File: src/hnc_pkg.sv
`default_nettype none
package hnc_pkg;

	// field widths
	localparam int WORD_W  = 32;
	localparam int CIDX_W  = 6;
	localparam int WIDX_W  = 3;
	localparam int DIST_W  = 9;
	localparam int PCNT_W  = 6;
	localparam int CNT_W   = 7;
	localparam int VW_W    = 4;

	// addressable slots of the input fields
	localparam int INDEX_SLOTS = 64;
	localparam int WORD_SLOTS  = 8;

	localparam logic [DIST_W-1:0] DIST_MAX = 9'd511;

	// stream packing
	localparam int S_DATA_W = 48;
	localparam int S_USER_W = 1;
	localparam int M_DATA_W = 16;

	// configuration port
	localparam int CFG_IDX_W  = 2;
	localparam int CFG_DATA_W = 7;
	localparam logic [CFG_IDX_W-1:0] REG_CENTROID_COUNT = 2'd0;
	localparam logic [CFG_IDX_W-1:0] REG_VECTOR_WORDS   = 2'd1;

	localparam logic [CNT_W-1:0] CENTROID_COUNT_RESET = 7'd1;
	localparam logic [VW_W-1:0]  VECTOR_WORDS_RESET   = 4'd8;

	// opcodes
	localparam logic OP_LOAD  = 1'b0;
	localparam logic OP_QUERY = 1'b1;

	typedef enum logic [2:0] {
		ST_IDLE  = 3'b001,
		ST_SWEEP = 3'b010,
		ST_DRAIN = 3'b100
	} state_t;

endpackage
`default_nettype wire

File: src/hnc_popcount.sv
`default_nettype none
module hnc_popcount (
	input  wire logic [hnc_pkg::WORD_W-1:0] x,
	output logic      [hnc_pkg::PCNT_W-1:0] count
);
	import hnc_pkg::*;

	logic [WORD_W-1:0] pairs;
	logic [WORD_W-1:0] nibbles;
	logic [WORD_W-1:0] bytes;

	// sum bits in pairs, then nibbles, then bytes
	always_comb begin
		pairs   = x - ((x >> 1) & 32'h5555_5555);
		nibbles = (pairs & 32'h3333_3333) + ((pairs >> 2) & 32'h3333_3333);
		bytes   = (nibbles + (nibbles >> 4)) & 32'h0F0F_0F0F;
		count   = PCNT_W'(bytes[7:0]) + PCNT_W'(bytes[15:8])
			+ PCNT_W'(bytes[23:16]) + PCNT_W'(bytes[31:24]);
	end

endmodule
`default_nettype wire

File: config.mk
export PLATFORM = sky130hd
export DESIGN_NAME = hnc_popcount
export DESIGN_NICKNAME = d
export VERILOG_FILES = /design/src/hnc_pkg.sv /design/src/hnc_popcount.sv
export SDC_FILE = /design/constraint.sdc
export NUM_CORES = 1
export LEC_CHECK = 0
export ABC_AREA = 1
export CORE_ASPECT_RATIO = 0.9
export CORE_MARGIN = 3
export CORE_UTILIZATION = 55
export DETAILED_ROUTE_END_ITERATION = 10
export DONT_BUFFER_PORTS = 1
export PLACE_DENSITY = 0.7
export SLEW_MARGIN = 30
export SYNTH_ARGS = -nofsm -noshare
export SYNTH_HDL_FRONTEND = slang
export SYNTH_SLANG_ARGS = --single-unit
File: constraint.sdc
create_clock -name vclk -period 11.2
set_clock_uncertainty 0.1 [all_clocks]
set_input_delay 0.56 -clock vclk [all_inputs]
set_output_delay 0.56 -clock vclk [all_outputs]
set_load 0.005 [all_outputs]
==> results.tsv <==
metric	value	unit
status	finished, final reports clean	
stdcell_area	0.00313	mm2
core-area	0.00532	mm2
fillers	556	
slew_headroom	0.770	
viasPerCell	5.00	
slowest_delay	0.58	ns
cts_setup_buffers	0	
tightest_slew	0.343	ns
startpoint_type	input pin	
synthTopCellsByArea	ha_1 26%, nand2_1 17%, inv_1 15%	
die_area	0.00646	mm2
rsz0062_at_grt	no	
setup_viol	0	
crit_arrival	4.93	ns
final_nets	606	
die_y	76.6	um
maxCapViolCount	0	
instances_no_fill	557	
seq_cells	0	
wl_per_cell	12.2	um
grtUsageTotal	0.216	
dpl_cell_area	0.00313	mm2
vdd_ir_drop_max	0.459	mV
finalCriticalPeriod	5.59	ns
hpwlAfterDp	6.28	mm
seqCellArea	0	um2
gp_congestion	0.921	
ys_seq_area_frac	0	
drive_gt1_frac	0.0490	
holdBufCountCts	0	
yosysTopAreaCell	ha_1	
die_w	84.4	um
critPathCaptureType	primary output	
netlist_top_cells_count	135 x nand2_1, 124 x inv_1, 64 x ha_1, 34 x nor2_1, 22 x nand3_1	
clock.fmax	179	MHz
hold_viol_final	0	
fp-row-count	25	
nClkBuffers	0	
yosys.cell_count.top_type	nand2_1	
dr.pass1.iters	4	
syn2layout_area_growth	2.75	%
antenna_found_initial	0	
grt_pass1_vias	2683	
synth_cells	490	
cp_slowest_cell	fa_1	
drt_iter0_drc	108	
setup.worst_path.class	in2out	
cp_max_fo	5	
worst_ep_required_time	10.54	ns
grt_max_degree	7	
overflow	0	
hold_class	in2out	
synth_nets	604	
powerDensity	229	mW/mm2
dp.cells	557	
finalCritPeriodShare	0.499	
ios	38	
ys_warn_count	0	
syn_avg_cell_area	6.21	um2
tns	0	ns
cp_cell_sequence	inv_1, ha_1, nor2_1, nand3_1, nand3_1, nand2_1, nand2_2, xor2_1, fa_1, inv_1, fa_1, xnor2_1, ha_1, a21oi_1, nand2_1, xnor2_1, fa_1, inv_1, ha_1, a21oi_1, nand2_1, xor2_1	
antenna_cells	0	
grt_pass1_wl	11.8	mm
yosysUniqueCellTypes	29	
cts_resized	0	
drtAntennaViolNets	0	
report.final.slew_viol_count	0	
drt_wl_total	6.79	mm
leakagePower	1.94	nW
synth_top_area_frac	0.263	
start_util	0.572	
port_buffers	0	
vias	2784	
p_total	0.000717	W
netlist_area	0.00304	mm2
drc	0	
## per-layer routing
| layer | track usage | vias to the layer above | share of wire |
|---|---|---|---|
| met2 | 0.359 | 52 | 0.45 |
| met5 | 0 | - | 0 |
| met3 | 0.0119 | 4 | 0.060 |
| met1 | 0.323 | 1250 | 0.49 |
| li1 | - | 1478 | - |
| met4 | 0.0111 | 0 | 0.0059 |
## per-stage QoR
step	setup WS, ns	util	hold slack (ns)
final	5.61	0.588	1.77
after global routing	5.30	0.588	1.87
after CTS	5.61	0.588	1.78
after detailed placement	5.60	0.588	1.78
after global placement	5.69	0.588	1.77
after floorplan	5.91	-	1.69
## cell families (layout without fill, tap and decap cells)
logic type	count (synthesis)	in the layout	share of synthesized area
xor+xnor	25	25	0.0719
simple gates	220	220	0.317
fa+ha+maj	82	82	0.381
compound gates	38	38	0.0752
buf+inv	125	125	0.154
## worst max-delay path, delay by kind of cell
kind                       cells  cell delay (ns)
AOI/OAI and AO/OA              2             0.31
adders and majority gates      6             2.45
and+or+nand+nor                7             0.78
buffers and inverters          3             0.26
xor gates and xnor gates       4             0.56
## layout make-up
class,instances,area (um2),share of cell area
multi-input cells,365,2570,0.823
inverters,125,469,0.150
well taps,67,83.8,0.0268
## path summary, 6_finish.rpt
check  startpoint       end  cells after the start  slack (ns)
max          x[5]  count[4]                     22        5.61
min         x[30]  count[0]                      6        1.77
## power breakdown
| group | leakage, nW | internal, W | total, W | switching (W) |
|---|---|---|---|---|
| clock | 0 | 0 | 0 | 0 |
| combinational | 1.94 | 0.000306 | 0.000717 | 0.000410 |
| sequential | 0 | 0 | 0 | 0 |
## placed cells by master, fill, tap and decap left out, drive strengths merged
master	instances
ha	64
a21boi	2
nor2	40
inv	125
nand3	25
a211oi	1
nand2	144
o211ai	1
a21oi	21
nand4	5
nor3	5
o21bai	6
o21ai	6
nand3b	1
fa	18
xor2	20
a21o	1
xnor2	5
(Power assumes the default switching activity.)
